## config.mk

```make
export PLATFORM = sky130hd
export DESIGN_NAME = sorted_list_table_top
export DESIGN_NICKNAME = d
export VERILOG_FILES = /design/src/sv/slt_pkg.sv /design/src/sv/slt_store.sv /design/src/sv/sorted_list_table_top.sv
export SDC_FILE = /design/constraint.sdc
export NUM_CORES = 2
export LEC_CHECK = 0
export BUFFER_PORTS_ARGS = -buffer_cell sky130_fd_sc_hd__buf_2
export CAP_MARGIN = 20
export CORE_MARGIN = 2
export CORE_UTILIZATION = 55
export DETAILED_ROUTE_END_ITERATION = 12
export HOLD_SLACK_MARGIN = 0.08
export PLACE_DENSITY = 0.72
export SYNTH_ARGS = -nofsm -noshare
export SYNTH_HDL_FRONTEND = slang
export SYNTH_SLANG_ARGS = --single-unit
```

## constraint.sdc

```tcl
create_clock -name clk_i -period 5.1 [get_ports clk_i]
set_input_delay 0 -clock clk_i [delete_from_list [all_inputs] [get_ports clk_i]]
set_output_delay 0 -clock clk_i [all_outputs]
set_load 0.005 [all_outputs]
```

## src/sv/slt_pkg.sv

```systemverilog
`timescale 1ns / 1ps

package slt_pkg;

  typedef enum logic [1:0] {
    OP_INSERT = 2'd0,
    OP_REMOVE = 2'd1,
    OP_READ   = 2'd2,
    OP_NONE   = 2'd3
  } slt_op_e;

  typedef enum logic [1:0] {
    ST_OK           = 2'd0,
    ST_NOT_FOUND    = 2'd1,
    ST_BAD_POSITION = 2'd2,
    ST_FULL         = 2'd3
  } slt_status_e;

  typedef enum logic [2:0] {
    S_IDLE,
    S_INS,
    S_INS_FIN,
    S_REM,
    S_RD
  } slt_state_e;

  typedef struct packed {
    slt_op_e     opcode;
    logic [31:0] value;
    logic [7:0]  position;
  } slt_cmd_t;

  typedef struct packed {
    slt_status_e status;
    logic [31:0] read_value;
    logic [6:0]  entry_count;
  } slt_result_t;

endpackage

```

## src/sv/slt_store.sv

```systemverilog
`timescale 1ns / 1ps

module slt_store #(
  parameter int DEPTH = 64,
  parameter int WIDTH = 32
) (
  input  logic                     clk_i,
  input  logic                     we_i,
  input  logic [$clog2(DEPTH)-1:0] waddr_i,
  input  logic [WIDTH-1:0]         wdata_i,
  input  logic [$clog2(DEPTH)-1:0] raddr_i,
  output logic [WIDTH-1:0]         rdata_o
);

  logic [WIDTH-1:0] mem [DEPTH];
  logic [WIDTH-1:0] rdata_q;

  always_ff @(posedge clk_i) begin
    if (we_i) begin
      mem[waddr_i] <= wdata_i;
    end
  end

  always_ff @(posedge clk_i) begin
    rdata_q <= mem[raddr_i];
  end

  assign rdata_o = rdata_q;

endmodule

```

## src/sv/sorted_list_table_top.sv

```systemverilog
`timescale 1ns / 1ps
// Rejects answer in the next cycle; reads answer after the registered store read.
// Throughput: one item at a time, bound by the walk over the store,
// one entry per cycle.
// Result strobe is high for one cycle; the receiver cannot stall.
// Reset (async, active low) empties the table; no clearing pass is needed.
module sorted_list_table_top #(
  parameter int CAPACITY    = 64,
  parameter int VALUE_WIDTH = 32
) (
  input  logic                clk_i,
  input  logic                rst_ni,
  input  logic                start,
  output logic                busy,
  input  slt_pkg::slt_cmd_t    cmd_i,
  output logic                result_valid_o,
  output slt_pkg::slt_result_t result_o
);
  import slt_pkg::*;

  localparam int AW   = $clog2(CAPACITY);
  localparam int CW   = $clog2(CAPACITY + 1);
  localparam int CMPW = (CW > 8) ? CW : 8;

  slt_state_e state_q, state_d;
  logic [CW-1:0] count_q, count_d;
  logic [CW-1:0] idx_q, idx_d;
  logic [VALUE_WIDTH-1:0] v_q, v_d;
  logic found_q, found_d;
  logic res_valid_q, res_valid_d;
  slt_result_t res_q, res_d;

  logic mem_we;
  logic [AW-1:0] mem_waddr, mem_raddr;
  logic [VALUE_WIDTH-1:0] mem_wdata, mem_rdata;

  logic [VALUE_WIDTH-1:0] v_in;
  logic [CW-1:0] idx_m1, idx_m2, idx_p1, cnt_m1, cnt_p1;
  logic accept, is_full, is_empty, pos_ok, ins_shift, ins_last, rem_last, hit;

  assign v_in      = VALUE_WIDTH'(cmd_i.value);
  assign idx_m1    = idx_q - CW'(1);
  assign idx_m2    = idx_q - CW'(2);
  assign idx_p1    = idx_q + CW'(1);
  assign cnt_m1    = count_q - CW'(1);
  assign cnt_p1    = count_q + CW'(1);
  assign accept    = start && (state_q == S_IDLE);
  assign is_full   = (count_q == CW'(CAPACITY));
  assign is_empty  = (count_q == '0);
  assign pos_ok    = (CMPW'(cmd_i.position) < CMPW'(count_q));
  assign ins_shift = (mem_rdata >= v_q);
  assign ins_last  = (idx_q == CW'(1));
  assign rem_last  = (idx_q == cnt_m1);
  assign hit       = (mem_rdata == v_q);

  always_comb begin
    state_d = state_q;
    case (state_q)
      S_IDLE: begin
        if (accept) begin
          case (cmd_i.opcode)
            OP_INSERT: if (!is_full && !is_empty) state_d = S_INS;
            OP_REMOVE: if (!is_empty) state_d = S_REM;
            OP_READ:   if (pos_ok) state_d = S_RD;
            default:   state_d = S_IDLE;
          endcase
        end
      end
      S_INS: begin
        if (!ins_shift) state_d = S_IDLE;
        else if (ins_last) state_d = S_INS_FIN;
      end
      S_INS_FIN: state_d = S_IDLE;
      S_REM:     if (rem_last) state_d = S_IDLE;
      S_RD:      state_d = S_IDLE;
      default:   state_d = S_IDLE;
    endcase
  end

  always_comb begin
    idx_d       = idx_q;
    v_d         = v_q;
    found_d     = found_q;
    count_d     = count_q;
    res_valid_d = 1'b0;
    res_d       = res_q;
    mem_we      = 1'b0;
    mem_waddr   = idx_q[AW-1:0];
    mem_wdata   = v_q;
    mem_raddr   = '0;
    case (state_q)
      S_IDLE: begin
        if (accept) begin
          v_d     = v_in;
          found_d = 1'b0;
          res_d.read_value = '0;
          case (cmd_i.opcode)
            OP_INSERT: begin
              if (is_full) begin
                res_valid_d  = 1'b1;
                res_d.status = ST_FULL;
              end else if (is_empty) begin
                mem_we       = 1'b1;
                mem_waddr    = '0;
                mem_wdata    = v_in;
                count_d      = cnt_p1;
                res_valid_d  = 1'b1;
                res_d.status = ST_OK;
              end else begin
                mem_raddr = cnt_m1[AW-1:0];
                idx_d     = count_q;
              end
            end
            OP_REMOVE: begin
              if (is_empty) begin
                res_valid_d  = 1'b1;
                res_d.status = ST_NOT_FOUND;
              end else begin
                mem_raddr = '0;
                idx_d     = '0;
              end
            end
            OP_READ: begin
              if (pos_ok) begin
                mem_raddr = AW'(cmd_i.position);
              end else begin
                res_valid_d  = 1'b1;
                res_d.status = ST_BAD_POSITION;
              end
            end
            default: begin
              res_valid_d  = 1'b1;
              res_d.status = ST_BAD_POSITION;
            end
          endcase
        end
      end
      S_INS: begin
        mem_we = 1'b1;
        if (ins_shift) begin
          mem_wdata = mem_rdata;
          idx_d     = idx_m1;
          mem_raddr = idx_m2[AW-1:0];
        end else begin
          count_d          = cnt_p1;
          res_valid_d      = 1'b1;
          res_d.status     = ST_OK;
          res_d.read_value = '0;
        end
      end
      S_INS_FIN: begin
        mem_we           = 1'b1;
        count_d          = cnt_p1;
        res_valid_d      = 1'b1;
        res_d.status     = ST_OK;
        res_d.read_value = '0;
      end
      S_REM: begin
        if (found_q) begin
          mem_we    = 1'b1;
          mem_waddr = idx_m1[AW-1:0];
          mem_wdata = mem_rdata;
        end else if (hit) begin
          found_d = 1'b1;
        end
        if (rem_last) begin
          res_valid_d      = 1'b1;
          res_d.read_value = '0;
          if (found_q || hit) begin
            count_d      = cnt_m1;
            res_d.status = ST_OK;
          end else begin
            res_d.status = ST_NOT_FOUND;
          end
        end else begin
          mem_raddr = idx_p1[AW-1:0];
          idx_d     = idx_p1;
        end
      end
      S_RD: begin
        res_valid_d      = 1'b1;
        res_d.status     = ST_OK;
        res_d.read_value = 32'(mem_rdata);
      end
      default: begin
        res_valid_d = 1'b0;
      end
    endcase
    res_d.entry_count = 7'(count_d);
  end

  always_ff @(posedge clk_i or negedge rst_ni) begin
    if (!rst_ni) begin
      state_q     <= S_IDLE;
      count_q     <= '0;
      res_valid_q <= 1'b0;
      found_q     <= 1'b0;
    end else begin
      state_q     <= state_d;
      count_q     <= count_d;
      res_valid_q <= res_valid_d;
      found_q     <= found_d;
    end
  end

  always_ff @(posedge clk_i) begin
    idx_q <= idx_d;
    v_q   <= v_d;
    res_q <= res_d;
  end

  slt_store #(
    .DEPTH(CAPACITY),
    .WIDTH(VALUE_WIDTH)
  ) u_store (
    .clk_i  (clk_i),
    .we_i   (mem_we),
    .waddr_i(mem_waddr),
    .wdata_i(mem_wdata),
    .raddr_i(mem_raddr),
    .rdata_o(mem_rdata)
  );

  assign busy           = (state_q != S_IDLE);
  assign result_valid_o = res_valid_q;
  assign result_o       = res_q;

endmodule

```

==> impl_metrics.py <==
metrics = {
    "status": {
        "status": "finished, violations left",
        "violations": "negative setup slack",
    },
    "global_route": {
        "grt_usage": 0.3150,
        "grt_pass1_vias": 54618,
        "grt_max_degree": 132,
        "overflow": 0,
        "grt_pass1_wl_um": 373800,
        "antenna_found_initial": 9,
    },
    "logic_synthesis": {
        "synth.net_count": 6044,
        "synth_edf_count": 2121,
        "ys_seq_elements": 2172,
        "avgSynthCellArea_um2": 14.73,
        "synth_area_um2": 87660,
        "ys_types": 86,
        "async_flop_share": 0.005525,
        "yosys_warnings": 0,
        "synthCells": 5952,
        "synth-seq-area-share": 0.7389,
        "synthFlopType": "edfxtp_1",
    },
    "final_layout": {
        "utilization": 0.6413,
        "fin_cells": 8570,
        "nets": 6412,
        "drive_gt1_frac": 0.1601,
        "fillers": 10852,
        "area_growth_pct": 15.86,
        "multiInputGateArea_um2": 21610,
        "seq_area_um2": 64780,
        "finalInstanceArea_um2": 101600,
    },
    "routing": {
        "drt_iter0_drc": 9084,
        "drc": 0,
        "detail-route-antenna-nets": 0,
        "drt_first_pass_iters": 6,
        "finalWirelength_um": 259900,
        "via_per_inst": 6.684,
        "wl_per_cell_um": 30.33,
        "dr_total_vias": 57278,
    },
    "setup_path": {
        "worstPathArrival_ns": 5.79,
        "crit_path_start": "u_store.rdata_o[22]",
        "critical_path_class": "reg -> reg",
        "start_kind": "flop",
        "r2r-end": "u_store.rdata_o[31]",
        "r2r_start": "u_store.rdata_o[22]",
        "rrSetupSlack_ns": -0.003,
        "crit_path_end": "u_store.rdata_o[31]",
        "cp.required_ns": 5.79,
        "critPathMaxFanout": 48,
        "end_kind": "flop",
        "worstRegToRegCells": 13,
    },
    "sta": {
        "relSlewSlack": 0.2878,
        "tightest_slew_ns": 1.057,
        "fmax_mhz": 196.0,
        "finClkSkew_ns": 0.04511,
        "finalCritPeriodShare": 1.001,
        "rsz0062_at_grt": "yes",
        "setup_violations": 1,
        "setup_ws_ns": -0.002923,
        "maxSlewViolCount": 0,
        "finalCriticalPeriod_ns": 5.103,
        "finalHoldViolations": 0,
    },
    "clocking": {
        "cts_made_buffers": 207,
        "clkTransAtPathRegs_ns": 0.06,
        "cts-htree-levels": 4,
        "insertion_delay_ns": 0.87,
        "cts.sinks": 2172,
        "root_buffer": "clkbuf_16",
        "clk_path_buf_depth": 3,
        "tritoncts": "yes",
    },
    "place": {
        "dp_hpwl_um": 151600,
        "gp_congestion": 0.9430,
        "place_inst": 8095,
        "placed_area_um2": 93780,
        "port-buffer-count": 87,
    },
    "floorplan": {
        "core-area_um2": 158400,
        "die_w_um": 403.2,
        "die_area_um2": 162600,
        "initial_core_util": 0.5535,
        "io_pins": 88,
        "die_height_um": 403.2,
        "fp-row-count": 146,
    },
    "min_path": {
        "hp-class": "in -> reg",
    },
    "pwr": {
        "peakVddDrop_mv": 0.5031,
        "power.total_w": 0.06548,
        "power_density_nw_per_um2": 644.8,
        "p_leak_nw": 34.72,
    },
    "job": {
        "drv_cap": 0,
    },
}
==> repair_timing <==
item / CTS / global route
pin swaps: 5 / 3
buffers inserted: 8 / 2
setup endpoints to repair: 30 / 15
gates resized for setup: 13 / 26
hold endpoints to repair: 1429 / 0
cloned: 1 / 1
hold buffers: 75 / 0
==> worst min-delay path by stage <==
stage / start / end / slack, ns / cells past startpoint
floorplan: rst_ni / count_q[0] / -0.30 / 0
global placement: rst_ni / count_q[6] / -0.09 / 1
detailed placement: rst_ni / count_q[6] / -0.09 / 1
CTS: start / found_q / 0.12 / 5
global route: start / found_q / 0.19 / 5
finish: start / found_q / 0.18 / 5
==> per-stage QoR <==
stage / setup WS (ns) / setup TNS (ns) / hold slack (ns)
final: -0.002923 / -0.002923 / 0.1794
after global routing: -0.005320 / -0.005320 / 0.1889
after CTS: 0.01040 / 0 / 0.1198
after detailed placement: -0.7759 / -8.140 / -0.08549
after global placement: -0.6287 / -6.165 / -0.08507
after floorplan: 0.2469 / 0 / -0.2956
==> critical path, stage by stage, from the launching register on <==
cell and delay (ns):
dfxtp_1 0.46, ha_1 0.39, nand4_1 0.20, or4_1 0.52, o32a_1 0.33, and3_1 0.27
a211oi_2 0.25, or3_4 0.29, buf_16 0.30, mux4_2 0.28, nand2_1 0.05, and3_1 0.28
or4_1 0.63, o211ai_1 0.54
==> state kept, by name, summed over array words and instances (netlist names) <==
name / cells
count_q: 7
found_q: 1
idx_q: 7
result_o: 41
result_valid_o: 1
state_q: 3
u_store.mem: 2048
u_store.rdata_o: 32
v_q: 32
==> layout make-up <==
cell class,count,area share
Inverter,62,0.002291
Timing Repair Buffer,573,0.05580
Tap cell,2072,0.02553
Clock inverter,113,0.01008
Antenna cell,1,0.00002464
Clock buffer,273,0.05573
Multi-Input combinational cell,3304,0.2127
Sequential cell,2172,0.6378
==> cell usage after synthesis, types with 47 or more instances <==
cell	count	area [um2]
edfxtp_1	2121	63690
nand2_1	974	3656
and3_1	278	1739
a211oi_1	276	2072
a21oi_1	268	1341
clkbuf_1	253	949.7
mux2i_1	205	2052
nand3_1	172	860.8
a31oi_1	166	1039
nor2_1	143	536.8
o21ai_0	111	555.5
buf_2	96	480.5
mux4_2	66	1486
a221oi_1	62	543.0
inv_1	59	221.5
a22oi_1	48	360.4
o211ai_1	48	360.4
ha_1	47	588.1
==> cell usage in the layout, fill, tap and decap left out, drive strengths merged, types with 13 or more instances in the layout <==
master / Yosys / final
xnor2: 23 / 23
mux4: 66 / 66
a211oi: 277 / 277
o221ai: 20 / 20
and3: 279 / 279
a21oi: 270 / 270
mux2i: 205 / 205
edfxtp: 2121 / 2121
o211ai: 48 / 48
nand2: 974 / 974
a32oi: 26 / 26
o21ai: 118 / 118
buf: 161 / 496
a221oi: 62 / 62
a22oi: 49 / 49
a222oi: 13 / 13
clkinv: 3 / 89
mux2: 18 / 18
or4: 19 / 19
a31oi: 166 / 166
nor3: 36 / 36
a221o: 28 / 28
o22a: 20 / 20
nand4: 24 / 24
ha: 47 / 47
nand3: 172 / 172
clkbuf: 253 / 274
a211o: 39 / 39
dfxtp: 39 / 39
inv: 59 / 67
dlygate4sd3: 0 / 75
nor2: 144 / 144
==> logic make-up after synthesis <==
group | after synthesis | share of synthesized area
fa+ha+maj | 47 | 0.006709
mux | 289 | 0.04268
buf+inv | 476 | 0.02334
flops | 2172 | 0.7389
xor+xnor | 29 | 0.003226
simple gates | 1702 | 0.08753
compound gates | 1237 | 0.09759
==> layer usage <==
layer  global-route usage  routed length, um  vias up
met1               0.4305              94950    28454
met2               0.4811             118500     4178
met3              0.07636              32790      698
met5                    0                 42        -
met4               0.1475              13660        6
li1                     -                  -    23942
==> report_power, final <==
| group | internal [W] | switching [W] |
|---|---|---|
| sequential | 0.0246 | 0.000548 |
| combinational | 0.00759 | 0.0176 |
| clock | 0.00843 | 0.00667 |
| total | 0.0406 | 0.0248 |
(Power assumes the default switching activity.)
